[config.mk]
export PLATFORM = sky130hd
export DESIGN_NAME = mbc_round
export DESIGN_NICKNAME = d
export VERILOG_FILES = /design/src/rtl/mbc_pkg.sv /design/src/rtl/mbc_round.sv
export SDC_FILE = /design/constraint.sdc
export NUM_CORES = 1
export LEC_CHECK = 0
export ABC_AREA = 1
export BUFFER_PORTS_ARGS = -buffer_cell sky130_fd_sc_hd__buf_2
export CORE_MARGIN = 10
export CORE_UTILIZATION = 49
export DETAILED_ROUTE_END_ITERATION = 7
export PLACE_DENSITY = 0.8
export SLEW_MARGIN = 20
export SYNTH_ARGS = -nofsm -noshare
export SYNTH_HDL_FRONTEND = slang
export SYNTH_SLANG_ARGS = --single-unit
export TNS_END_PERCENT = 50
[constraint.sdc]
create_clock -name aclk -period 4.08 [get_ports aclk]
set_input_delay 0 -clock aclk [delete_from_list [all_inputs] [get_ports aclk]]
set_output_delay 0 -clock aclk [all_outputs]
set_load 0.02 [all_outputs]
[src/rtl/mbc_pkg.sv]
`default_nettype none

package mbc_pkg;

    localparam int unsigned KeyWords  = 8;
    localparam int unsigned Rounds    = 32;
    localparam int unsigned HalfWidth = 32;
    localparam int unsigned KeyIdxW   = $clog2(KeyWords);
    localparam int unsigned RoundIdxW = $clog2(Rounds);
    localparam int unsigned AddrWidth = 4;

    // The first 24 encryption rounds cycle through the key words forward.
    localparam logic [RoundIdxW-1:0] FwdRounds = RoundIdxW'(24);
    localparam logic [RoundIdxW-1:0] LastRound = RoundIdxW'(Rounds - 1);
    localparam int unsigned RotLeft = 11;

    // Direction codes carried in the user sideband.
    localparam logic ActEncrypt = 1'b0;
    localparam logic ActDecrypt = 1'b1;

    typedef logic [HalfWidth-1:0] word_t;
    typedef word_t [KeyWords-1:0] key_bank_t;

    // Block state that travels down the round pipeline.
    typedef struct packed {
        logic  decrypt;
        word_t hi;
        word_t lo;
    } mbc_state_t;

    // Status from the output stage back to the pipeline control.
    typedef struct packed {
        logic skid_full;
    } mbc_out_status_t;

    // Standard substitution boxes, one row per nibble position.
    localparam logic [3:0] SBOX [KeyWords][16] = '{
        '{4'd12, 4'd4, 4'd6, 4'd2, 4'd10, 4'd5, 4'd11, 4'd9,
          4'd14, 4'd8, 4'd13, 4'd7, 4'd0, 4'd3, 4'd15, 4'd1},
        '{4'd6, 4'd8, 4'd2, 4'd3, 4'd9, 4'd10, 4'd5, 4'd12,
          4'd1, 4'd14, 4'd4, 4'd7, 4'd11, 4'd13, 4'd0, 4'd15},
        '{4'd11, 4'd3, 4'd5, 4'd8, 4'd2, 4'd15, 4'd10, 4'd13,
          4'd14, 4'd1, 4'd7, 4'd4, 4'd12, 4'd9, 4'd6, 4'd0},
        '{4'd12, 4'd8, 4'd2, 4'd1, 4'd13, 4'd4, 4'd15, 4'd6,
          4'd7, 4'd0, 4'd10, 4'd5, 4'd3, 4'd14, 4'd9, 4'd11},
        '{4'd7, 4'd15, 4'd5, 4'd10, 4'd8, 4'd1, 4'd6, 4'd13,
          4'd0, 4'd9, 4'd3, 4'd14, 4'd11, 4'd4, 4'd2, 4'd12},
        '{4'd5, 4'd13, 4'd15, 4'd6, 4'd9, 4'd2, 4'd12, 4'd10,
          4'd11, 4'd7, 4'd8, 4'd1, 4'd4, 4'd3, 4'd14, 4'd0},
        '{4'd8, 4'd14, 4'd2, 4'd5, 4'd6, 4'd9, 4'd1, 4'd12,
          4'd15, 4'd4, 4'd11, 4'd0, 4'd13, 4'd10, 4'd3, 4'd7},
        '{4'd1, 4'd7, 4'd14, 4'd13, 4'd0, 4'd5, 4'd8, 4'd3,
          4'd4, 4'd15, 4'd10, 4'd6, 4'd9, 4'd12, 4'd11, 4'd2}
    };

    // Substitute all eight nibbles of a word.
    function automatic word_t sbox_word(input word_t s);
        word_t sub;
        sub = '0;
        for (int n = 0; n < KeyWords; n++) begin
            sub[4*n +: 4] = SBOX[n][s[4*n +: 4]];
        end
        return sub;
    endfunction

    // Feistel function: key add, substitution, rotate left.
    function automatic word_t round_fn(input word_t rk, input word_t half);
        word_t s;
        word_t sub;
        s   = rk + half;
        sub = sbox_word(s);
        return {sub[HalfWidth-RotLeft-1:0], sub[HalfWidth-1:HalfWidth-RotLeft]};
    endfunction

    // Key word used in a given round; decryption walks the schedule backward.
    function automatic logic [KeyIdxW-1:0] key_index(
        input logic [RoundIdxW-1:0] round_idx,
        input logic                 decrypt
    );
        logic [RoundIdxW-1:0] e;
        e = decrypt ? (LastRound - round_idx) : round_idx;
        return (e < FwdRounds) ? e[KeyIdxW-1:0] : ~e[KeyIdxW-1:0];
    endfunction

endpackage

`default_nettype wire

[src/rtl/mbc_round.sv]
`default_nettype none

module mbc_round (
    input  wire logic                          aclk,
    input  wire logic                          aresetn,
    input  wire logic                          en,
    input  wire logic [mbc_pkg::RoundIdxW-1:0] round_idx,
    input  wire mbc_pkg::key_bank_t            keys,
    input  wire logic                          in_valid,
    input  wire mbc_pkg::mbc_state_t           in_state,
    output logic                               out_valid,
    output mbc_pkg::mbc_state_t                out_state
);

    logic                valid_reg;
    logic                valid_next;
    mbc_pkg::mbc_state_t state_reg;
    mbc_pkg::mbc_state_t state_next;
    mbc_pkg::word_t      round_key;

    // One Feistel round; halves always swap, the top level undoes the last swap.
    always_comb begin
        round_key = keys[mbc_pkg::key_index(round_idx, in_state.decrypt)];
        state_next.decrypt = in_state.decrypt;
        state_next.hi      = in_state.lo;
        state_next.lo      = mbc_pkg::round_fn(round_key, in_state.lo) ^ in_state.hi;
        valid_next         = en ? in_valid : valid_reg;
    end

    always_ff @(posedge aclk) begin
        if (!aresetn) begin
            valid_reg <= 1'b0;
        end else begin
            valid_reg <= valid_next;
        end
    end

    always_ff @(posedge aclk) begin
        if (en) begin
            state_reg <= state_next;
        end
    end

    assign out_valid = valid_reg;
    assign out_state = state_reg;

endmodule

`default_nettype wire

==> results_dict.tcl, run 1 <==
set metrics [dict create \
    wl_per_cell_um 18.0 \
    die_y_um 152 \
    ys_types 41 \
    whs_path_depth 2 \
    clockBufferDepth 2 \
    r2r_start "out_valid$_SDFFE_PN0P_" \
    final_cells 2094 \
    cp_max_fo 26 \
    fin_util_pct 70.2 \
    dp_hpwl_um 30600 \
    rr_worst_depth 3 \
    reg2reg_to "out_valid$_SDFFE_PN0P_" \
    post-route-drc-count 0 \
    ys_seq_elements 66 \
    mostFrequentLayoutCells "586 x nand2_1, 395 x buf_2, 174 x nand3_1, 132 x inv_1, 69 x ha_1" \
    grt_first_pass_wirelength_um 58300 \
    critPathLaunch "in_state[64]" \
    fin_crit_ps 3760 \
    globalplace.congestion 0.993 \
    drt_pass1_iterations 5 \
    wl_met2_um 18300 \
    cts_sinks 66 \
    synth_area_leaders "nand2_1 26%, edfxtp_1 23%, nand3_1 10%, ha_1 10%, inv_1 5.8%" \
    cts_tree "built" \
    chipWidth_um 152 \
    synth_compound_area_share_pct 12.6 \
    grt_util_all_layers_pct 30.6 \
    fmax_ghz 0.266 \
    clk_pin_slew_ps 60 \
    synth-xor-area-share_pct 3.93 \
    grt_start_max_net_pins 55 \
    grt_overflow 0 \
    clk_root_buffer_cell "clkbuf_16" \
    placedCellCount 2003 \
    min_period_over_period_pct 92.1 \
    antenna_left 0 \
    synth_cells 1387 \
    synth_top_family_by_area "simple AND/OR/NAND/NOR gates" \
    cp_slowest_cell "ha_1" \
    yosys_warnings 0 \
    rows 48 \
    core_region_area_um2 17200 \
    area_growth_pct 41.4 \
    synth.area.mux_share_pct 0 \
    die_area_um2 23200 \
    cellPowerDensity_nw_per_um2 552 \
    synth-async-reset-ratio_pct 0 \
    wl_met1_um 14500 \
    antenna_found_initial 7 \
    startpoint_type "primary input" \
    p_leak_nw 6.56 \
    initial_core_util_pct 49.7 \
    io_buffers 395 \
    numCtsBuffers 9 \
    crit_required_ps 4180 \
    layout.nets 2255 \
    reg2reg_slack_ps 2860 \
    htree_levels 3 \
    synth_top_area_share_pct 25.7 \
    finalHoldViolations 0 \
    critPathArrivalTime_ps 3860 \
    worst_pin_slew_ps 775 \
    drt_iter0_drc 964 \
    yosysSeqAreaShare_pct 23.0 \
    synth_fa_ha_area_share_pct 10.3 \
    max_stage_delay_ps 350 \
    critPathKind "in2reg" \
    grt_pass1_vias 11105 \
    fin_total_pwr_mw 6.68 \
    synth_nets 1787 \
    postPlaceCellArea_um2 11100 \
    synth-edff-count 65 \
    viasPerCell 5.31 \
    finalInstanceArea_um2 12100 \
    hp-class "in2reg" \
    endpoint "out_state[2]$_DFFE_PP_" \
    cp_common_cell "nand2_1" \
    vias 11117 \
    cap_violations 0 \
    wl_met3_um 3690 \
    relSlewSlack_pct 48.3 \
    setup_viol 0 \
    pin_count 396 \
    slew_viol_final 0 \
    routed.top_layer "met4" \
    drive_gt1_share_pct 26.5 \
    finalClockSkew_ps 0 \
    cp-end-kind "flip-flop" \
    syn_area_um2 8560 \
    routed_wl_um 37600 \
    vdd_drop_max_mv 0.376 \
    final_common_cell "nand2_1" \
    status "finished, final reports clean" \
    synth.largest_area_cell "nand2_1" \
    ys.flop_type "edfxtp_1" \
    synth-simple-area-share_pct 41.1 \
    clk_latency_ps 340 \
    syn_avg_cell_area_um2 6.17 \
]
==> layout make-up <==
type                       count  area [µm²]
multi-input combinational   1122        5850
timing repair buffer         504        3080
tap                          225         282
inverter                     152         576
clock buffer                  10         229
sequential                    66        1970
clock inverter                 6        88.8
antenna                        9        22.5
fill                        1502        5130
==> kinds of logic (layout without fill, tap and decap cells) <==
group,after synthesis,after routing
AO/OA/AOI/OAI,172,172
XOR/XNOR,35,35
adder cells (fa/ha/maj),70,70
buffers and inverters,199,672
flip-flops,66,66
other,0,9
AND/OR/NAND/NOR,845,845
==> per-layer routing <==
metal	up-vias	GRT usage, %
li1	5499	-
met2	554	53.8
met5	-	0
met1	4992	35.2
met3	72	7.79
met4	0	10.7
==> through the flow <==
stage	TNS, ps	hold slack, ps	setup WS [ps]
3_3_place_gp	-638	202	-174
4_1_cts	0	46.5	116
6_report	0	65.3	323
2_1_floorplan	0	93.5	305
3_5_place_dp	-1340	207	-211
5_1_grt	-20.4	59.1	-20.4
==> worst max-delay path, delay by kind of cell <==
family          cells  cell delay (ps)
xor+xnor            1              160
fa+ha+maj           2              640
simple gates       15             1320
buf+inv             7              860
compound gates      4              850
==> power by group <==
part	leakage, nW	internal (mW)	switching [mW]	total, mW
registers	0.644	1.05	0.0490	1.10
clock network	0.149	0.536	0.322	0.858
logic	5.77	1.76	2.97	4.73
total	6.56	3.35	3.34	6.68
==> worst min-delay path by stage <==
stage,startpoint,endpoint
floorplan,en,out_valid$_SDFFE_PN0P_
global placement,in_state[16],out_state[48]$_DFFE_PP_
detailed placement,in_state[28],out_state[60]$_DFFE_PP_
CTS,in_state[64],out_state[64]$_DFFE_PP_
global route,in_state[64],out_state[64]$_DFFE_PP_
finish,in_state[64],out_state[64]$_DFFE_PP_
==> state kept, by name, indices dropped and copies added, names as in the netlist <==
signal / count
out_valid: 1
out_state: 65
==> cell usage after synthesis, types with 2 or more instances <==
cell and number:
nand2_1 586, nand3_1 174, inv_1 132, ha_1 69, edfxtp_1 65, a21oi_1 62, nor2_1 49, o21ai_1 35
a32o_1 31, o21ai_0 22, buf_2 20, clkbuf_1 20, inv_2 19, xnor2_1 18, xor2_1 13, nand3b_1 12
nand2_2 8, o211ai_1 7, o21bai_1 7, buf_1 6, nand4_1 5, nor3_1 5, nand3_4 2, xnor2_2 2
xor2_2 2
==> timing repair <==
| item | in CTS | in global routing |
|---|---|---|
| endpoints found under the setup margin | 0 | 16 |
| hold buffers | 65 | 0 |
| resized for setup | 0 | 9 |
| setup buffers | 0 | 0 |
| hold endpoints to repair | 64 | 0 |
(Power assumes the default switching activity.)
==> run 2: changes to the inputs <==
==> constraint.sdc (replaced) <==
create_clock -name aclk -period 3.7 [get_ports aclk]
set_input_delay 0 -clock aclk [delete_from_list [all_inputs] [get_ports aclk]]
set_output_delay 0 -clock aclk [all_outputs]
set_load 0.02 [all_outputs]
==> run 2 against run 1 <==
Against the previous run: wire length grew 4.8%; clock skew is the same; non-clock buffer count grew 149; first-iteration DRC count grew 1.6%; hold slack gained 10 ps; sequential cell count is the same; sequential power grew 11%; register-to-register slack lost 370 ps; critical path type unchanged.
==> results_dict.tcl, run 2 (synthesis gave the netlist of run 1 again) <==
set metrics [dict create \
    status "finished, final reports clean" \
    largest_reg_flops 65 \
    die_y_um 152 \
    io_buffers 395 \
    die_area_um2 23200 \
    cap_violations 0 \
    pre_cts_ws_ps -235 \
    initial_core_util_pct 49.7 \
    crit_required_ps 3800 \
    rows 48 \
    clk_root_buffer_cell "clkbuf_16" \
    numCtsBuffers 9 \
    setup_tns_ps 0 \
    drt_pass1_iterations 6 \
    setup_ws_ps 171 \
    wl_per_cell_um 17.6 \
    fmax_ghz 0.283 \
    antenna_found_initial 8 \
    dp_hpwl_um 31800 \
    post-route-drc-count 0 \
    p_leak_nw 7.33 \
    use_met1_pct 35.3 \
    grt_first_pass_wirelength_um 59600 \
    slew_viol_final 0 \
    min_period_over_period_pct 95.4 \
    clk_pin_slew_ps 60 \
    grt_util_met3_pct 8.24 \
    clk_latency_ps 350 \
    routed_wl_um 39400 \
    finalHoldViolations 0 \
    mostFrequentLayoutCells "576 x nand2_1, 395 x buf_2, 174 x buf_4, 171 x nand3_1, 132 x inv_1" \
    grt_setup_unrepaired "true" \
    relSlewSlack_pct 36.9 \
    vdd_drop_max_mv 0.526 \
    final_common_cell "nand2_1" \
    globalplace.congestion 0.982 \
    core_region_area_um2 17200 \
    htree_levels 3 \
    cellPowerDensity_nw_per_um2 611 \
    chipWidth_um 152 \
    hold_slack_ps 75.7 \
    finalClockSkew_ps 0 \
    final_cells 2243 \
    drt_iter0_drc 979 \
    area_growth_pct 57.5 \
    fin_crit_ps 3530 \
    fillCellCount 1321 \
    grt_start_max_net_pins 42 \
    cts_sinks 66 \
    critPathArrivalTime_ps 3630 \
    drive_gt1_share_pct 34.2 \
    pin_count 396 \
    globalRoute.busiestLayer "met2" \
    setup_viol 0 \
    cts_tree "built" \
    grt_util_all_layers_pct 31.3 \
    cp_max_fo 5 \
    clockBufferDepth 2 \
    vias 11883 \
    cp-end-kind "flip-flop" \
    grt_pass1_vias 11590 \
    hp-class "in2reg" \
    worst_pin_slew_ps 946 \
    layout.nets 2405 \
    fin_total_pwr_mw 8.25 \
    startpoint_type "primary input" \
    grt_overflow 0 \
    placedCellCount 2147 \
    antenna_left 0 \
    viasPerCell 5.30 \
    use_met2_pct 56.6 \
    critPathKind "in2reg" \
]
run 2: critical path, cell delays in order:
cell and delay [ps]:
buf_2 150, inv_2 70, nand2_1 60, nand2_2 90, nand2_2 70, buf_4 160, nand2_2 90, nand2_4 110
buf_4 160, buf_4 130, a21oi_1 110, a32o_1 170, o21ai_1 90, ha_1 390, nand2_1 140, nand3_1 120
nand2_1 80, nand2_1 80, nand2_1 80, nand2_2 100, a21oi_2 230, xnor2_1 110, buf_4 150, ha_1 180
o211ai_1 240, nand2_1 100, nand2_1 90, nand2_1 60
run 2: timing repair:
item | 4_1_cts | 5_1_grt
hold buffers | 65 | 0
setup buffers | 0 | 3
endpoints found under the setup margin | 0 | 26
hold endpoints to repair | 64 | 0
resized for setup | 0 | 64
run 2: cell type report:
| cell class | instances | area [µm²] | share of cell area, % |
|---|---|---|---|
| Antenna cell | 8 | 20.0 | 0.148 |
| Clock buffer | 9 | 225 | 1.67 |
| Clock inverter | 7 | 67.6 | 0.501 |
| Inverter | 152 | 578 | 4.29 |
| Multi-Input combinational cell | 1123 | 6040 | 44.8 |
| Sequential cell | 66 | 1970 | 14.6 |
| Tap cell | 225 | 282 | 2.09 |
| Timing Repair Buffer | 653 | 4300 | 31.9 |
run 2: metal layers:
layer | wire (µm) | vias up
met5 | 11 | -
met4 | 1100 | 2
met3 | 3800 | 89
met2 | 19500 | 640
met1 | 15000 | 5351
li1 | - | 5801
run 2: final timing paths:
| path | slack (ps) | cells past startpoint | startpoint | end |
|---|---|---|---|---|
| hold reg to reg | 1090 | 3 | out_valid$_SDFFE_PN0P_ | out_valid$_SDFFE_PN0P_ |
| hold / removal | 80 | 2 | in_state[64] | out_state[64]$_DFFE_PP_ |
| setup reg to reg | 2490 | 3 | out_valid$_SDFFE_PN0P_ | out_valid$_SDFFE_PN0P_ |
| setup / recovery | 170 | 28 | in_state[64] | out_state[31]$_DFFE_PP_ |
run 2: power by group:
group          leakage (nW)  internal, mW  switching (mW)
sequential            0.644          1.16          0.0590
combinational          6.55          2.63            3.52
clock                 0.139         0.519           0.359
run 2: per-stage QoR:
step / cell area (µm²) / utilization, %
finish: 13500 / 78.2
global route: 13500 / 78.2
CTS: 13100 / 76.1
detailed placement: 12200 / 70.6
global placement: 12200 / 70.6
floorplan: 8570 / -
