<file path="config.mk">
export PLATFORM = sky130hd
export DESIGN_NAME = mbc_out
export DESIGN_NICKNAME = d
export VERILOG_FILES = /design/src/rtl/mbc_pkg.sv /design/src/rtl/mbc_out.sv
export SDC_FILE = /design/constraint.sdc
export NUM_CORES = 1
export LEC_CHECK = 0
export BUFFER_PORTS_ARGS = -buffer_cell sky130_fd_sc_hd__clkbuf_2
export CORE_AREA = 2 2 96 98
export DETAILED_ROUTE_END_ITERATION = 16
export DIE_AREA = 0 0 98 100
export PLACE_DENSITY = 0.86
export SYNTH_ARGS = -nofsm -noshare
export SYNTH_HDL_FRONTEND = slang
export SYNTH_SLANG_ARGS = --single-unit
</file>
<file path="constraint.sdc">
create_clock -name aclk -period 13.4 [get_ports aclk]
set_input_delay 0.67 -clock aclk [delete_from_list [all_inputs] [get_ports aclk]]
set_output_delay 0.67 -clock aclk [all_outputs]
set_load 0.02 [all_outputs]
</file>
<file path="src/rtl/mbc_pkg.sv">
`default_nettype none

package mbc_pkg;

    localparam int unsigned KeyWords  = 8;
    localparam int unsigned Rounds    = 32;
    localparam int unsigned HalfWidth = 32;
    localparam int unsigned KeyIdxW   = $clog2(KeyWords);
    localparam int unsigned RoundIdxW = $clog2(Rounds);
    localparam int unsigned AddrWidth = 4;

    // The first 24 encryption rounds cycle through the key words forward.
    localparam logic [RoundIdxW-1:0] FwdRounds = RoundIdxW'(24);
    localparam logic [RoundIdxW-1:0] LastRound = RoundIdxW'(Rounds - 1);
    localparam int unsigned RotLeft = 11;

    // Direction codes carried in the user sideband.
    localparam logic ActEncrypt = 1'b0;
    localparam logic ActDecrypt = 1'b1;

    typedef logic [HalfWidth-1:0] word_t;
    typedef word_t [KeyWords-1:0] key_bank_t;

    // Block state that travels down the round pipeline.
    typedef struct packed {
        logic  decrypt;
        word_t hi;
        word_t lo;
    } mbc_state_t;

    // Status from the output stage back to the pipeline control.
    typedef struct packed {
        logic skid_full;
    } mbc_out_status_t;

    // Standard substitution boxes, one row per nibble position.
    localparam logic [3:0] SBOX [KeyWords][16] = '{
        '{4'd12, 4'd4, 4'd6, 4'd2, 4'd10, 4'd5, 4'd11, 4'd9,
          4'd14, 4'd8, 4'd13, 4'd7, 4'd0, 4'd3, 4'd15, 4'd1},
        '{4'd6, 4'd8, 4'd2, 4'd3, 4'd9, 4'd10, 4'd5, 4'd12,
          4'd1, 4'd14, 4'd4, 4'd7, 4'd11, 4'd13, 4'd0, 4'd15},
        '{4'd11, 4'd3, 4'd5, 4'd8, 4'd2, 4'd15, 4'd10, 4'd13,
          4'd14, 4'd1, 4'd7, 4'd4, 4'd12, 4'd9, 4'd6, 4'd0},
        '{4'd12, 4'd8, 4'd2, 4'd1, 4'd13, 4'd4, 4'd15, 4'd6,
          4'd7, 4'd0, 4'd10, 4'd5, 4'd3, 4'd14, 4'd9, 4'd11},
        '{4'd7, 4'd15, 4'd5, 4'd10, 4'd8, 4'd1, 4'd6, 4'd13,
          4'd0, 4'd9, 4'd3, 4'd14, 4'd11, 4'd4, 4'd2, 4'd12},
        '{4'd5, 4'd13, 4'd15, 4'd6, 4'd9, 4'd2, 4'd12, 4'd10,
          4'd11, 4'd7, 4'd8, 4'd1, 4'd4, 4'd3, 4'd14, 4'd0},
        '{4'd8, 4'd14, 4'd2, 4'd5, 4'd6, 4'd9, 4'd1, 4'd12,
          4'd15, 4'd4, 4'd11, 4'd0, 4'd13, 4'd10, 4'd3, 4'd7},
        '{4'd1, 4'd7, 4'd14, 4'd13, 4'd0, 4'd5, 4'd8, 4'd3,
          4'd4, 4'd15, 4'd10, 4'd6, 4'd9, 4'd12, 4'd11, 4'd2}
    };

    // Substitute all eight nibbles of a word.
    function automatic word_t sbox_word(input word_t s);
        word_t sub;
        sub = '0;
        for (int n = 0; n < KeyWords; n++) begin
            sub[4*n +: 4] = SBOX[n][s[4*n +: 4]];
        end
        return sub;
    endfunction

    // Feistel function: key add, substitution, rotate left.
    function automatic word_t round_fn(input word_t rk, input word_t half);
        word_t s;
        word_t sub;
        s   = rk + half;
        sub = sbox_word(s);
        return {sub[HalfWidth-RotLeft-1:0], sub[HalfWidth-1:HalfWidth-RotLeft]};
    endfunction

    // Key word used in a given round; decryption walks the schedule backward.
    function automatic logic [KeyIdxW-1:0] key_index(
        input logic [RoundIdxW-1:0] round_idx,
        input logic                 decrypt
    );
        logic [RoundIdxW-1:0] e;
        e = decrypt ? (LastRound - round_idx) : round_idx;
        return (e < FwdRounds) ? e[KeyIdxW-1:0] : ~e[KeyIdxW-1:0];
    endfunction

endpackage

`default_nettype wire

</file>
<file path="src/rtl/mbc_out.sv">
`default_nettype none

module mbc_out (
    input  wire logic                     aclk,
    input  wire logic                     aresetn,
    input  wire logic                     in_valid,
    input  wire logic [63:0]              in_data,
    input  wire logic                     m_tready,
    output logic                          m_tvalid,
    output logic [63:0]                   m_tdata,
    output mbc_pkg::mbc_out_status_t      status
);

    logic        out_valid_reg;
    logic        out_valid_next;
    logic [63:0] out_data_reg;
    logic [63:0] out_data_next;
    logic        skid_valid_reg;
    logic        skid_valid_next;
    logic [63:0] skid_data_reg;
    logic [63:0] skid_data_next;
    logic        take;

    // An input item is taken only while the skid slot is empty.
    always_comb begin
        take            = in_valid && !skid_valid_reg;
        out_valid_next  = out_valid_reg;
        out_data_next   = out_data_reg;
        skid_valid_next = skid_valid_reg;
        skid_data_next  = skid_data_reg;
        if (skid_valid_reg) begin
            if (m_tready) begin
                out_data_next   = skid_data_reg;
                skid_valid_next = 1'b0;
            end
        end else if (!out_valid_reg || m_tready) begin
            out_valid_next = take;
            out_data_next  = in_data;
        end else if (take) begin
            skid_valid_next = 1'b1;
            skid_data_next  = in_data;
        end
    end

    always_ff @(posedge aclk) begin
        if (!aresetn) begin
            out_valid_reg  <= 1'b0;
            skid_valid_reg <= 1'b0;
        end else begin
            out_valid_reg  <= out_valid_next;
            skid_valid_reg <= skid_valid_next;
        end
    end

    always_ff @(posedge aclk) begin
        out_data_reg  <= out_data_next;
        skid_data_reg <= skid_data_next;
    end

    assign m_tvalid         = out_valid_reg;
    assign m_tdata          = out_data_reg;
    assign status.skid_full = skid_valid_reg;

endmodule

`default_nettype wire

</file>
==> results by group, run 1 <==
Power and ir drop
  – Register share of total power: around 47%
  – Internal power: 806 uW
  – Peak supply drop: about 98 uV
  – Comb power frac: 7.4%
  – Switch Pwr: 215 uW
  – Leakage: 0.00239 uW
  – Pwr Total: 1020 uW
  – PD cells: 167 nW/um^2
  – Sw frac: a little over a fifth
  – Clock power share: a little under half

Clock tree
  – Clock tree from TritonCTS: built
  – Cts repair resizes: 0
  – Clk slew on worst S/H paths: 0.06 ns
  – Hold-fix buffers, CTS: 0
  – CTS HTree Levels: 4
  – TritonCTS Buffers: 17
  – Clock buffer depth: 2
  – Setup Fix Bufs, Post-CTS: 0
  – Clock tree sinks: 130
  – Clock latency at the later pin of the worst-skew pair: 0.48 ns
  – CTS Root Cell: clkbuf_8

Yosys
  – Synth async-reset ratio: 0%
  – Largest area contributor in the netlist: edfxtp_1
  – Top cell type's share of synthesized area: 81.1%
  – List of most frequent post-synthesis cells: 128 x edfxtp_1, 58 x mux2_2, 6 x mux2_4, 5 x buf_2, 3 x buf_6
  – Post-synthesis instance area: 4740 um^2
  – Seq cells post-synth: 130
  – Most common cell in the synthesized netlist: edfxtp_1
  – Yosys warning count: 0
  – Top cells by area, synth: edfxtp_1 81%, mux2_2 14%, mux2_4 1.9%, dfxtp_1 0.85%, buf_6 0.71%
  – Syn avg cell area: between 20 and 25 um^2
  – Distinct cells, synth: 14
  – Synth Net Count: 279
  – Ys flop type: edfxtp_1
  – Post-Syn Instances: 211
  – Post-synth EDFFs: 128
  – Sequential-to-total area share from yosys stat: approximately four fifths

STA
  – Clock skew: around 0.0077 ns
  – Worst Max-Slew Pin Slew: 0.959 ns
  – Slew HR: a little over a third
  – Final setup margin: roughly 11 ns
  – Final Hold Fails: 0
  – # setup viols final: 0
  – Fin Setup TNS: 0 ns
  – Min Tclk post-route: 2.42 ns
  – RSZ-0062 raised after global routing: false
  – Pins Over Slew Limit: 0
  – FMAX: 0.413 GHz
  – Crit share post-route: 18.1%

Detailed routing
  – Total wire length: 8.03 mm
  – Initial drt markers: 130
  – Via count: about 2,500
  – Top sig layer: met4
  – Metal3 WL: 564 um
  – Drt pass-1 iters: 4
  – Routed metal-1 wirelength: 3.44 mm
  – Drt via density: 5.10
  – ANT nets after route: 0
  – Routed len/inst: 16.7 um
  – Drc violations: 0
  – Met2 WL: 3.99 mm

Critical path
  – CP max stage cell: dfxtp_4
  – Crit-path leading delay family: flip-flops
  – Worst-path fanout max: 70
  – Reg2reg start: status
  – Critical path arrival: 1.75 ns
  – Crit. Startpoint: status
  – CP startpoint kind: flip-flop
  – Worst EP required: 12.73 ns
  – Worst stage delay on the critical path: around 0.95 ns
  – Crit end category: primary output
  – Crit path kind: reg -> out
  – Worst path bufs/invs: 1
  – Crit-path cells: clkbuf_2

Global route
  – First-pass GRT wire length: between 10 and 15 mm
  – Pin count of the biggest net entering global routing: 71
  – GRT Util Overall: 17.1%
  – Total grt overflow: 0
  – Vias in the first global route: roughly 2,500
  – Initial antenna violation count: 0

Finish
  – Nets: 425
  – Diodes inserted: 0
  – Fin cells: between 400 and 500
  – Util after Layout: around 70%
  – Layout cells sized above 1: 62.7%
  – Fillers: 595
  – Area delta synth->final: 29.2%

Worst hold path
  – HP Class: in -> reg
  – Hold Crit Start: in_data[33]

Placement
  – Cell Count Post-Placement: 449
  – DP HPWL: 5.04 mm
  – Routability congestion estimate: 0.712
  – I/O Buffers: 133
  – Worst slack at placement: 11.36 ns

Floorplan
  – Die height: about 100 um
  – Die W: 98 um
  – Starting Density: between 50% and 60%
  – I/O pins: 134
  – Die area: 9800 um^2
  – Core Region: a little under 9000 um^2
  – FP Rows: 35

Run
  – Max capacitance violation total: 0

Run status
  – Result of the run: completed
area by class of cell:
cell class / instances / area, um^2 / area share, %
Tap cell: 111 / 139 / 2.27
Multi-Input combinational cell: 73 / 811 / 13.2
Clock buffer: 18 / 418 / 6.83
Sequential cell: 130 / 3890 / 63.5
Clock inverter: 14 / 186 / 3.05
Timing Repair Buffer: 135 / 681 / 11.1
layout by cell type, fill, tap and decap left out:
cell type   netlist  final
a21oi_1           1      1
buf_4             0      2
bufinv_16         0      4
clkbuf_1          0      1
clkbuf_16         0     16
clkbuf_2          0    133
clkbuf_8          0      1
clkinv_1          0      1
clkinv_2          0      4
clkinv_4          0      2
clkinvlp_4        0      1
dfxtp_1           2      1
dfxtp_4           0      1
edfxtp_1        128    128
inv_6             0      2
mux2_2           58     58
mux2_4            6      6
nand2_1           2      2
nand3b_1          1      1
nor2b_1           1      1
nor3_2            0      1
nor3b_1           1      1
o21ai_0           1      1
o21bai_4          0      1
metrics by stage:
stage	cell area, um^2	hold slack [ns]
after floorplan	4740	0.523
after global placement	5520	0.521
after detailed placement	5520	0.532
after CTS	6120	0.348
after global routing	6120	0.340
final	6120	0.372
logic make-up after synthesis:
group / Yosys count / synth area share (%)
compound gates: 3 / 0.370
buf+inv: 8 / 1.24
flops: 130 / 82.0
mux: 64 / 15.7
simple gates: 6 / 0.713
power groups by stage:
| stage | registers [uW] | logic, uW | clock network [uW] |
|---|---|---|---|
| floorplan | 513 | 21.4 | 0 |
| global placement | 491 | 73.5 | 0 |
| detailed placement | 492 | 75.8 | 0 |
| CTS | 484 | 76.2 | 473 |
| global route | 485 | 80.7 | 490 |
| finish | 483 | 75.1 | 463 |
metal layers:
| metal | global-route usage, % | up-vias |
|---|---|---|
| met4 | 5.13 | 0 |
| met3 | 6.13 | 4 |
| li1 | - | 1134 |
| met5 | 0 | - |
| met1 | 22.8 | 1216 |
| met2 | 26.9 | 100 |
worst paths after layout:
kind	end	cells after the start	slack, ns
worst min register to register	m_tvalid	2	0.54
worst max register to register	m_tdata[32]	2	11.45
worst max-delay path	status	1	10.98
worst min-delay path	skid_data_reg[33]	1	0.37
Note: power is estimated with default switching activity, not from simulation.
==> inputs of run 2 (changes only) <==
- CORE_AREA: 2 2 96 98 -> 2 2 105 107
- DIE_AREA: 0 0 98 100 -> 0 0 107 109
- PLACE_DENSITY: 0.86 -> 0.76
- clock period: 13.4 -> 2.15 ns (I/O delays scaled with it)
==> results by group, run 2 (synthesis gave the netlist of run 1 again) <==
Clock tree
  – Cts repair resizes: 0 (unchanged)
  – CTS HTree Levels: 4 (unchanged)
  – Clock tree from TritonCTS: built
  – Clk slew on worst S/H paths: 0.05 ns (about the same)
  – CTS Root Cell: clkbuf_8
  – Clock tree sinks: 130 (unchanged)
  – TritonCTS Buffers: 17 (unchanged)
  – Clock latency at the later pin of the worst-skew pair: 0.51 ns (+0.03 ns)
  – Clock buffer depth: 2 (unchanged)
  – Setup Fix Bufs, Post-CTS: 0 (unchanged)

Worst hold path
  – HP Class: in -> reg

STA
  – Pins Over Slew Limit: 0 (unchanged)
  – FMAX: 0.506 GHz
  – Fin Setup TNS: 0 ns (unchanged)
  – # setup viols final: 0 (unchanged)
  – RSZ-0062 raised after global routing: false
  – Worst hold slack: 0.253 ns (-0.119 ns)
  – Final Hold Fails: 0 (unchanged)
  – Worst Max-Slew Pin Slew: 1.01 ns (+0.0521 ns)
  – Crit share post-route: 91.9%
  – Clock skew: 0.00529 ns (-0.00237 ns)
  – Slew HR: 32.6% (-3.5 points)
  – Min Tclk post-route: 1.98 ns

Critical path
  – CP startpoint kind: flip-flop
  – Crit end category: flip-flop
  – Critical path arrival: 2.36 ns (+0.61 ns)
  – Worst-path fanout max: 70 (unchanged)
  – Worst EP required: 2.54 ns (-10.19 ns)
  – Crit path kind: reg -> reg

Detailed routing
  – Total wire length: 8.89 mm (+11%)
  – Via count: 2,707 (+10%)
  – Drt pass-1 iters: 4 (unchanged)
  – ANT nets after route: 0 (unchanged)
  – Routed len/inst: 15.3 um (-8.0%)
  – Drt via density: 4.68 (-8.4%)
  – Initial drt markers: 107 (-18%)
  – Drc violations: 0 (unchanged)

Global route
  – Total grt overflow: 0 (unchanged)
  – First-pass GRT wire length: 13.5 mm (+4.8%)
  – Initial antenna violation count: 0 (unchanged)
  – Vias in the first global route: 2,725 (+8.1%)
  – GRT Util Overall: 15.9% (-1.2 points)
  – Pin count of the biggest net entering global routing: 71 (unchanged)

Power and ir drop
  – Pwr Total: 6010 uW (+490%)
  – Peak supply drop: 482 uV (+390%)
  – Leakage: 0.00263 uW (+10%)
  – PD cells: 889 nW/um^2 (+430%)

Finish
  – Fin cells: 579 (+20%)
  – Layout cells sized above 1: 51.5% (-11 points)
  – Most common cell after layout, fill and taps aside: clkbuf_2
  – Fillers: 743 (+25%)
  – Most frequent cells in the layout: 133 x clkbuf_2, 128 x edfxtp_1, 68 x dlygate4sd3_1
  – Nets: 495 (+16%)
  – Util after Layout: 63.8% (-5.0 points)
  – Area delta synth->final: 42.8%
  – Diodes inserted: 0 (unchanged)

Run
  – Max capacitance violation total: 0 (unchanged)

Floorplan
  – Die area: 11,700 um^2 (+19%)
  – Die W: 107 um (+9.2%)
  – Die height: 109 um (+9.0%)
  – I/O pins: 134 (unchanged)
  – Starting Density: 44.7% (-8.6 points)
  – FP Rows: 38 (+8.6%)
  – Core Region: 10,600 um^2 (+19%)

Placement
  – Routability congestion estimate: 0.727 (+2.1%)
  – Cell Count Post-Placement: 480 (+6.9%)
  – I/O Buffers: 133 (unchanged)
  – DP HPWL: 5.05 mm (+0.36%)

Run status
  – Result of the run: completed
run 2: changes by cell type in the layout (fill, tap and decap cells not counted), sizes merged:
| cell | before | now |
|---|---|---|
| buf | 2 | 4 |
| bufinv | 4 | 1 |
| clkbuf | 151 | 154 |
| clkinv | 7 | 9 |
| clkinvlp | 1 | 0 |
| dlygate4sd3 | 0 | 68 |
| inv | 2 | 0 |
run 2: path summary, 6_finish.rpt:
| path | start | to | slack (ns) | cells after the start |
|---|---|---|---|---|
| worst max-delay path | status | m_tvalid | 0.17 | 3 |
| worst min-delay path | in_valid | skid_data_reg[8] | 0.25 | 4 |
| worst max register to register | status | m_tvalid | 0.17 | 3 |
| worst min register to register | skid_data_reg[50] | m_tdata[50] | 0.54 | 1 |
run 2: routing by layer:
layer	wire (um)	up-vias	global-route usage, %	part of all wire (%)
met5	0	-	0	0
met4	146	0	7.51	1.6
met3	554	18	6.28	6.2
met2	4480	106	26.4	50
met1	3700	1298	18.2	42
li1	-	1285	-	-
run 2: timing repair:
action	4_1_cts	5_1_grt
hold endpoints to repair	130	0
hold buffers	68	0
setup endpoints to repair	0	0
run 2: power by group:
part / total [uW] / leakage, uW / switching (uW) / internal (uW)
Combinational: 575 / 0.00113 / 303 / 272
Sequential: 3010 / 0.00126 / 57.1 / 2950
Clock: 2430 / 0.000247 / 934 / 1490
Total: 6010 / 0.00263 / 1290 / 4720
run 2: worst max-delay path, cell delays in order, from the launching register on:
cell           delay [ns]
dfxtp_4              0.97
nand3b_1             0.21
dlygate4sd3_1        0.56
o21ai_0              0.09
run 2: cell type report:
| class | instances | area (um^2) | share of cell area (%) |
|---|---|---|---|
| multi-input cells | 73 | 817 | 12.1 |
| repair buffers | 205 | 1390 | 20.5 |
| clock buffers | 21 | 429 | 6.34 |
| flip-flops and latches | 130 | 3890 | 57.5 |
| clock inverters | 10 | 68.8 | 1.02 |
| well taps | 140 | 175 | 2.59 |
run 2: per-stage QoR:
stage               setup slack [ns]  instance area, um^2
finish                         0.174                 6770
global route                  0.0336                 6770
CTS                            0.146                 6770
detailed placement             0.405                 5590
global placement               0.444                 5590
floorplan                     -0.590                 4760
