File: src/rtl/mbc_pkg.sv
`default_nettype none

package mbc_pkg;

    localparam int unsigned KeyWords  = 8;
    localparam int unsigned Rounds    = 32;
    localparam int unsigned HalfWidth = 32;
    localparam int unsigned KeyIdxW   = $clog2(KeyWords);
    localparam int unsigned RoundIdxW = $clog2(Rounds);
    localparam int unsigned AddrWidth = 4;

    // The first 24 encryption rounds cycle through the key words forward.
    localparam logic [RoundIdxW-1:0] FwdRounds = RoundIdxW'(24);
    localparam logic [RoundIdxW-1:0] LastRound = RoundIdxW'(Rounds - 1);
    localparam int unsigned RotLeft = 11;

    // Direction codes carried in the user sideband.
    localparam logic ActEncrypt = 1'b0;
    localparam logic ActDecrypt = 1'b1;

    typedef logic [HalfWidth-1:0] word_t;
    typedef word_t [KeyWords-1:0] key_bank_t;

    // Block state that travels down the round pipeline.
    typedef struct packed {
        logic  decrypt;
        word_t hi;
        word_t lo;
    } mbc_state_t;

    // Status from the output stage back to the pipeline control.
    typedef struct packed {
        logic skid_full;
    } mbc_out_status_t;

    // Standard substitution boxes, one row per nibble position.
    localparam logic [3:0] SBOX [KeyWords][16] = '{
        '{4'd12, 4'd4, 4'd6, 4'd2, 4'd10, 4'd5, 4'd11, 4'd9,
          4'd14, 4'd8, 4'd13, 4'd7, 4'd0, 4'd3, 4'd15, 4'd1},
        '{4'd6, 4'd8, 4'd2, 4'd3, 4'd9, 4'd10, 4'd5, 4'd12,
          4'd1, 4'd14, 4'd4, 4'd7, 4'd11, 4'd13, 4'd0, 4'd15},
        '{4'd11, 4'd3, 4'd5, 4'd8, 4'd2, 4'd15, 4'd10, 4'd13,
          4'd14, 4'd1, 4'd7, 4'd4, 4'd12, 4'd9, 4'd6, 4'd0},
        '{4'd12, 4'd8, 4'd2, 4'd1, 4'd13, 4'd4, 4'd15, 4'd6,
          4'd7, 4'd0, 4'd10, 4'd5, 4'd3, 4'd14, 4'd9, 4'd11},
        '{4'd7, 4'd15, 4'd5, 4'd10, 4'd8, 4'd1, 4'd6, 4'd13,
          4'd0, 4'd9, 4'd3, 4'd14, 4'd11, 4'd4, 4'd2, 4'd12},
        '{4'd5, 4'd13, 4'd15, 4'd6, 4'd9, 4'd2, 4'd12, 4'd10,
          4'd11, 4'd7, 4'd8, 4'd1, 4'd4, 4'd3, 4'd14, 4'd0},
        '{4'd8, 4'd14, 4'd2, 4'd5, 4'd6, 4'd9, 4'd1, 4'd12,
          4'd15, 4'd4, 4'd11, 4'd0, 4'd13, 4'd10, 4'd3, 4'd7},
        '{4'd1, 4'd7, 4'd14, 4'd13, 4'd0, 4'd5, 4'd8, 4'd3,
          4'd4, 4'd15, 4'd10, 4'd6, 4'd9, 4'd12, 4'd11, 4'd2}
    };

    // Substitute all eight nibbles of a word.
    function automatic word_t sbox_word(input word_t s);
        word_t sub;
        sub = '0;
        for (int n = 0; n < KeyWords; n++) begin
            sub[4*n +: 4] = SBOX[n][s[4*n +: 4]];
        end
        return sub;
    endfunction

    // Feistel function: key add, substitution, rotate left.
    function automatic word_t round_fn(input word_t rk, input word_t half);
        word_t s;
        word_t sub;
        s   = rk + half;
        sub = sbox_word(s);
        return {sub[HalfWidth-RotLeft-1:0], sub[HalfWidth-1:HalfWidth-RotLeft]};
    endfunction

    // Key word used in a given round; decryption walks the schedule backward.
    function automatic logic [KeyIdxW-1:0] key_index(
        input logic [RoundIdxW-1:0] round_idx,
        input logic                 decrypt
    );
        logic [RoundIdxW-1:0] e;
        e = decrypt ? (LastRound - round_idx) : round_idx;
        return (e < FwdRounds) ? e[KeyIdxW-1:0] : ~e[KeyIdxW-1:0];
    endfunction

endpackage

`default_nettype wire

File: src/rtl/mbc_keys.sv
`default_nettype none

module mbc_keys (
    input  wire logic                         aclk,
    input  wire logic                         aresetn,
    input  wire logic                         cfg_wr_en,
    input  wire logic [mbc_pkg::AddrWidth-1:0] cfg_addr,
    input  wire mbc_pkg::word_t               cfg_wdata,
    output mbc_pkg::key_bank_t                keys
);

    mbc_pkg::key_bank_t keys_reg;
    mbc_pkg::key_bank_t keys_next;

    // Writes to an index past the last key word are dropped.
    always_comb begin
        keys_next = keys_reg;
        if (cfg_wr_en && (cfg_addr < mbc_pkg::AddrWidth'(mbc_pkg::KeyWords))) begin
            keys_next[cfg_addr[mbc_pkg::KeyIdxW-1:0]] = cfg_wdata;
        end
    end

    always_ff @(posedge aclk) begin
        if (!aresetn) begin
            keys_reg <= '0;
        end else begin
            keys_reg <= keys_next;
        end
    end

    assign keys = keys_reg;

endmodule

`default_nettype wire

File: config.mk
export PLATFORM = sky130hd
export DESIGN_NAME = mbc_keys
export DESIGN_NICKNAME = d
export VERILOG_FILES = /design/src/rtl/mbc_pkg.sv /design/src/rtl/mbc_keys.sv
export SDC_FILE = /design/constraint.sdc
export NUM_CORES = 1
export LEC_CHECK = 0
export BUFFER_PORTS_ARGS = -buffer_cell sky130_fd_sc_hd__buf_2
export CORE_MARGIN = 2
export CORE_UTILIZATION = 40
export DETAILED_ROUTE_END_ITERATION = 10
export PLACE_DENSITY = 0.78
export SYNTH_ARGS = -nofsm -noshare
export SYNTH_HDL_FRONTEND = slang
export SYNTH_SLANG_ARGS = --single-unit
File: constraint.sdc
create_clock -name aclk -period 1.3 [get_ports aclk]
set_clock_uncertainty 0.2 [all_clocks]
set_input_delay 0.26 -clock aclk [delete_from_list [all_inputs] [get_ports aclk]]
set_output_delay 0.26 -clock aclk [all_outputs]
set_load 0.01 [all_outputs]
==> summary.md, run 1 <==
| Metric | Value |
|---|---|
| Status | complete, but fails checks |
| Violated checks | negative setup slack |
| Reg2reg end | keys[231] |
| Final Core Density | 66.8% |
| Worst reg-to-reg path cell count | 4 |
| Netlist cell types | 15 |
| Max reg flops | 256 |
| CTS tree | yes |
| Clock power frac | 45.8% |
| I/O pins | 295 |
| Worst stage delay on the critical path | 0.36 ns |
| Area of the multi-input gates | 3780 µm² |
| Period utilization | 113% |
| Clock sink count | 256 |
| Tmin final | 1.47 ns |
| Total number of yosys warnings | 0 |
| Post-synth top area share | 55.6% |
| Largest net degree at the start of global routing | 42 |
| H-tree depth | 1 |
| Max-cap violations | 0 |
| Share of layout cells above drive strength 1 | 57.1% |
| Worst Path Required | 0.84 ns |
| Iteration-0 DRC Markers | 444 |
| Die Height | 156 µm |
| Buffer depth of the longest clock path | 3 |
| Post-synthesis sequential area ratio | 55.6% |
| Max-slew headroom | 70.8% |
| Nets | 1353 |
| Post-synth top flop | dfxtp_1 |
| WHS Path Cells | 3 |
| Setup CP Type | register to primary output |
| Initial DRT Pass Iterations | 5 |
| First-pass GRT wire length | 49100 µm |
| Pwr/cell area | 1130 nW/µm² |
| Final WL | 33800 µm |
| Switching portion of total power | 23.5% |
| Worst-Margin Slew | 0.436 ns |
| Critical path fanouts, max | 2 |
| Worst hold path type | input pin to register |
| Fmax | 0.681 GHz |
| Cell with the most instances after synthesis | nand2_1 |
| Final setup fails | 257 |
| Cell area after synthesis | 9220 µm² |
| Register area | 5450 µm² |
| Number of fill cells | 1470 |
| Top cells by count, synth | 290 x nand2_1, 256 x dfxtp_1, 256 x mux2i_1 |
| Cell Rows | 55 |
| Reg2Reg Setup Slack | 0.21 ns |
| Number of buffers added on ports | 294 |
| NetSw | 4.02 mW |
| CP arrival | 1.01 ns |
| CP delay by family, top | flip-flops |
| Yosys reg bits | 256 |
| Core Area | 22600 µm² |
| Post-placement cell area | 11500 µm² |
| # DRC | 0 |
| Final Hold Fails | 0 |
| GRT Total Usage | 26.1% |
| Antenna viol nets, final | 0 |
| # diodes | 0 |
| Syn_area_per_cell | 10.5 µm² |
| WP depth | 1 |
| VDD IR max | 0.952 mV |
| RSZ-0062 raised after global routing | yes |
| CP cell instances | buf_6 |
| Vias/cell | 5.15 |
| Initial core utilization | 40.7% |
| Clock-pin slew on the worst setup and hold paths | 0.07 ns |
| HPWL after DPL | 18800 µm |
| Setup_tns | -33.08 ns |
| Int Power | 13.1 mW |
| Fin area | 15100 µm² |
| Clock Latency Late Sink | 0.52 ns |
| Final Non-Filler Cells | 1619 |
| EDFF count, synth | 0 |
| RePlAce Congestion | 0.800 |
| WHS | 0.0255 ns |
| PnR Total Power | 17.1 mW |
| Area Overhead vs Synth | 64.1% |
| Dominant cell type by area after synthesis | dfxtp_1 |
| Dominant cells by area after synthesis | dfxtp_1 56%, mux2i_1 28%, nand2_1 12% |
| Synthesized instance count | 874 |
| DR WL/cell | 20.9 µm |
| Antenna violations before repair | 0 |
| Leak | 7.14 nW |
| Worst r2r src | keys[231] |
| Count of final max-slew check failures | 0 |
| Syn Nets | 913 |
| CP bufs+invs | 1 |
| Gr ovfl total | 0 |
| Vias | 8335 |
| Post-Place Worst Slack | -0.489 ns |
| Die area | 24300 µm² |
| Vias in the first global route | 8869 |
| Placed cell count | 1471 |
| CP startpoint kind | register |
| Critical path endpoint category | primary output |
| Fin worst setup slack | -0.169 ns |
| Hold Path End | keys[34] |
| Sequential power share | 47.1% |
| Root buffer cell | clkbuf_16 |
| Logic pwr share | 7.2% |
| Die W | 156 µm |
| Hold path start | cfg_wdata[2] |
| CTS buffer count | 26 |
| Asr flop ratio synth | 0% |
| Slowest CP cell | dfxtp_2 |
[worst min-delay path, stage by stage]
cell and delay, ns:
buf_2 0.07, nand2_1 0.19, mux2i_1 0.18
[layout by cell type, fill, tap and decap left out, types with 2 or more instances in the layout]
cell / synthesis / routed
clkbuf_16: 0 / 27
dfxtp_2: 0 / 256
bufinv_16: 0 / 2
buf_4: 16 / 142
buf_2: 11 / 37
nand2_1: 290 / 288
dlygate4sd3_1: 0 / 25
buf_12: 0 / 12
buf_6: 7 / 257
nand3b_1: 2 / 2
clkinvlp_4: 0 / 3
clkbuf_8: 0 / 7
mux2i_1: 256 / 255
clkinv_2: 0 / 8
nor3b_4: 0 / 2
[routing by layer]
| layer | wire, µm | track usage (%) |
|---|---|---|
| met1 | 12700 | 27.9 |
| met2 | 17000 | 47.5 |
| met3 | 2320 | 6.17 |
| met4 | 1750 | 13.8 |
| met5 | 0 | 0 |
[power groups by stage]
| stage | registers [mW] | clock network, mW | logic, mW |
|---|---|---|---|
| floorplan | 8.22 | 0 | 0.424 |
| global placement | 8.17 | 0 | 0.942 |
| detailed placement | 8.17 | 0 | 0.955 |
| CTS | 8.03 | 7.81 | 1.14 |
| global route | 8.04 | 8.19 | 1.28 |
| finish | 8.04 | 7.82 | 1.23 |
[area by class of cell]
| cell class | count | share of cell area, % |
|---|---|---|
| well taps | 285 | 2.36 |
| repair buffers | 474 | 30.7 |
| flip-flops and latches | 256 | 36.0 |
| multi-input cells | 556 | 25.0 |
| clock inverters | 14 | 0.869 |
| clock buffers | 34 | 5.04 |
[worst max-delay path by stage]
| stage | endpoint | from | slack (ns) |
|---|---|---|---|
| 3_5_place_dp | keys[160] | cfg_addr[3] | -0.49 |
| 4_1_cts | keys[132] | keys[132] | -0.18 |
| 3_3_place_gp | keys[156] | cfg_addr[3] | -0.43 |
| 2_1_floorplan | keys[129] | cfg_addr[3] | -0.13 |
| 5_1_grt | keys[177] | keys[177] | -0.20 |
| 6_report | keys[177] | keys[177] | -0.17 |
[kinds of logic after synthesis]
group | share of synthesized area, %
flops | 55.6
simple gates | 12.7
buf+inv | 3.90
mux | 27.8
[repair_timing]
action / CTS / global route
pin swaps: 0 / 0
endpoints found under the hold margin: 180 / 8
hold buffers: 24 / 1
gates resized for setup: 522 / 5
setup endpoints to repair: 256 / 272
buffers inserted: 26 / 49
cloned: 0 / 0
Note: power is estimated with default switching activity, not from simulation.
==> run 2, diff against run 1 <==
BUFFER_PORTS_ARGS = unset   (was -buffer_cell sky130_fd_sc_hd__buf_2)
CAP_MARGIN = 20   (was unset)
DONT_BUFFER_PORTS = 1   (was unset)
PLACE_DENSITY = 0.64   (was 0.78)
clock period = 1.5 ns   (was 1.3 ns; I/O delays follow)
==> run 2 against run 1 <==
The flow now stops in 4_1_cts. Area after synthesis stayed put. Synthesized cell count stayed put.
==> summary.md, run 2 <==
| Metric | Value |
|---|---|
| Netlist cell types | 15 (unchanged) |
| Post-synthesis sequential area ratio | 55.6% (unchanged) |
| Largest family of logic cells by synthesized area | multiplexers |
| Status | did not finish |
| Initial core utilization | 40.7% (unchanged) |
| Cell with the most instances after synthesis | nand2_1 |
| Post-Synth Adder-Cell Area | 0% (unchanged) |
| Post-synth top area share | 55.6% (unchanged) |
| HPWL after DPL | 15900 µm (-16%) |
| Post-synthesis mux area share | 27.8% (unchanged) |
| Number of buffers added on ports | 0 (-100%) |
| # hold bufs at CTS | 235 (+880%) |
| Cell Rows | 55 (unchanged) |
| Stage where the run ended | 4_1_cts |
| Post-Synth Simple-Gate Area | 12.7% (unchanged) |
| Yosys reg bits | 256 (unchanged) |
| Compound-Gate Fraction of Synth Area | 0% (unchanged) |
| I/O pins | 295 (unchanged) |
| Root buffer cell | clkbuf_16 |
| Placed cell count | 1127 (-23%) |
| EDFF count, synth | 0 (unchanged) |
| Cell area after synthesis | 9220 µm² (unchanged) |
| Die W | 156 µm (unchanged) |
| Synthesized instance count | 874 (unchanged) |
| Buffer depth of the longest clock path | 3 (unchanged) |
| Clock sink count | 256 (unchanged) |
| Tool error | [ERROR RSZ-0060] Max buffer count reached. |
| Syn Nets | 913 (unchanged) |
| Dominant cell type by area after synthesis | dfxtp_1 |
| Die Height | 156 µm (unchanged) |
| RePlAce Congestion | 0.736 (-7.9%) |
| Post-CTS setup buffers | 0 (-100%) |
| Post-synth top flop | dfxtp_1 |
| Syn_area_per_cell | 10.5 µm² (unchanged) |
| Dominant cells by area after synthesis | dfxtp_1 56%, mux2i_1 28%, nand2_1 12% |
| Xor and xnor area share after synthesis | 0% (unchanged) |
| Asr flop ratio synth | 0% (unchanged) |
| Top cells by count, synth | 290 x nand2_1, 256 x dfxtp_1, 256 x mux2i_1 |
| Total number of yosys warnings | 0 (unchanged) |
| CTS buffer count | 26 (unchanged) |
| Post-CTS sizing | 0 (-100%) |
| H-tree depth | 1 (unchanged) |
## run 2: cell counts after synthesis
Identical to the previous run, type by type.
## run 2: logic make-up after synthesis
kind of cell / after synthesis
muxes: 256
DFF: 256
and+or+nand+nor: 300
buffers and inverters: 62
## run 2: through the flow
| step | setup slack [ns] | hold slack (ns) | instance area, µm² | utilization (%) |
|---|---|---|---|---|
| detailed placement | -0.188 | 0.270 | 9590 | 42.3 |
| global placement | -0.176 | 0.264 | 9590 | 42.3 |
| floorplan | 0.0273 | 0.279 | 9220 | - |
==> run 3, diff against run 2 <==
CORE_UTILIZATION = 25   (was 40)
PLACE_DENSITY = unset   (was 0.64)
PLACE_DENSITY_LB_ADDON = 0.15   (was unset)
==> run 3 against run 2 <==
The flow now finishes without violations.
==> summary.md, run 3 (same netlist as run 1, synthesis figures left out) <==
| Metric | Value |
|---|---|
| Worst hold path type | input pin to register |
| Logic pwr share | 4.1% |
| Most frequent cells in the layout | 289 x nand2_1, 256 x mux2i_1, 254 x dlygate4sd3_1 |
| Die Height | 196 µm (+26%) |
| Initial DRT Pass Iterations | 4 |
| Max-cap violations | 0 |
| Core Area | 36400 µm² |
| Antenna viol nets, final | 0 |
| Tmin final | 1.48 ns |
| Share of layout cells above drive strength 1 | 17.8% |
| Clock power frac | 47.5% |
| Vias | 7276 |
| Final Hold Fails | 0 |
| Post-Place Worst Slack | -0.222 ns (-0.0339 ns) |
| Buffer depth of the longest clock path | 3 (unchanged) |
| Max-slew headroom | 68.8% |
| Root buffer cell | clkbuf_16 |
| CTS tree | yes |
| Final Non-Filler Cells | 1619 |
| Pwr/cell area | 1070 nW/µm² |
| Max reg flops | 256 |
| Area of the multi-input gates | 3760 µm² |
| Switching portion of total power | 22.6% |
| Fmax | 0.677 GHz |
| DR WL/cell | 19.8 µm |
| Met2 wire length | 14600 µm |
| First-pass GRT wire length | 48100 µm |
| NetSw | 3.28 mW |
| Vias in the first global route | 7471 |
| Register area | 5280 µm² |
| Critical path endpoint category | primary output |
| Leak | 5.07 nW |
| H-tree depth | 1 (unchanged) |
| Status | completed |
| Clock Latency Late Sink | 0.55 ns |
| Count of final max-slew check failures | 0 |
| Placed cell count | 1314 (+17%) |
| HPWL after DPL | 18800 µm (+18%) |
| I/O pins | 295 (unchanged) |
| Die W | 196 µm (+26%) |
| Number of buffers added on ports | 0 (unchanged) |
| Sequential power share | 48.4% |
| Clock sink count | 256 (unchanged) |
| Fin area | 13500 µm² |
| Wl on met1 | 13600 µm |
| GRT Total Usage | 16.5% |
| Vias/cell | 4.49 |
| Fin worst setup slack | 0.0230 ns |
| Number of fill cells | 3673 |
| Critical path fanouts, max | 2 |
| Nets | 1172 |
| Top Metal Used | met4 |
| Initial core utilization | 25.3% (-15 points) |
| Int Power | 11.2 mW |
| Iteration-0 DRC Markers | 212 |
| Die area | 38400 µm² |
| Post-CTS setup buffers | 0 (unchanged) |
| PnR Total Power | 14.5 mW |
| Period utilization | 98.5% |
| Worst Path Required | 1.00 ns |
| Final WL | 32000 µm |
| CP arrival | 0.98 ns |
| CTS buffer count | 29 (+12%) |
| Largest net degree at the start of global routing | 244 |
| Met3 wire len | 3270 µm |
| Area Overhead vs Synth | 46.7% |
| VDD IR max | 0.786 mV |
| Setup CP Type | register to primary output |
| Cell Rows | 70 (+27%) |
| Most common cell after layout, fill and taps aside | nand2_1 |
| CP startpoint kind | register |
| RePlAce Congestion | 0.696 (-5.5%) |
| # DRC | 0 |
| Worst-Margin Slew | 0.467 ns |
| Clock-pin slew on the worst setup and hold paths | 0.06 ns |
| Gr ovfl total | 0 |
| Antenna violations before repair | 0 |
| # diodes | 0 |
| Final setup fails | 0 |
| Post-placement cell area | 9870 µm² (+3.0%) |
[run 3: final timing paths]
path / from / end / slack (ns) / cells past startpoint
min reg2reg: keys[100] / keys[100] / 0.29 / 2
max reg2reg: keys[151] / keys[151] / 0.05 / 3
min: aresetn / keys[83] / 0.008 / 2
max: keys[222] / keys[222] / 0.02 / 0
[run 3: per-layer routing]
layer,up-vias,global-route usage [%]
met2,223,26.9
li1,3400,-
met1,3620,20.1
met3,33,6.72
met4,0,4.10
met5,-,0
[run 3: power by group through the flow]
stage | combinational, mW | sequential [mW] | clock, mW
after detailed placement | 0.432 | 7.16 | 0
after floorplan | 0.355 | 7.12 | 0
final | 0.589 | 7.01 | 6.88
after global routing | 0.643 | 7.02 | 7.36
after global placement | 0.428 | 7.16 | 0
after CTS | 0.606 | 7.01 | 7.09
[run 3: timing repair]
action | in CTS | in global routing
gates resized for setup | 81 | 38
endpoints found under the hold margin | 256 | 0
endpoints found under the setup margin | 80 | 51
hold buffers | 256 | 0
[run 3: stage by stage]
step                      hold WS [ns]  utilization (%)    TNS, ns
after global routing            0.0198             37.1  -0.000262
final                          0.00785             37.1          0
after detailed placement         0.272             27.1     -30.19
after global placement           0.269             27.1     -24.94
after floorplan                  0.279                -          0
after CTS                    0.0000635             37.0          0
[run 3: layout make-up]
cell class	count	share of cell area [%]
tap	468	4.33
sequential	256	39.0
clock inverter	7	0.518
timing repair buffer	290	22.1
clock buffer	42	6.24
multi-input combinational	556	27.8
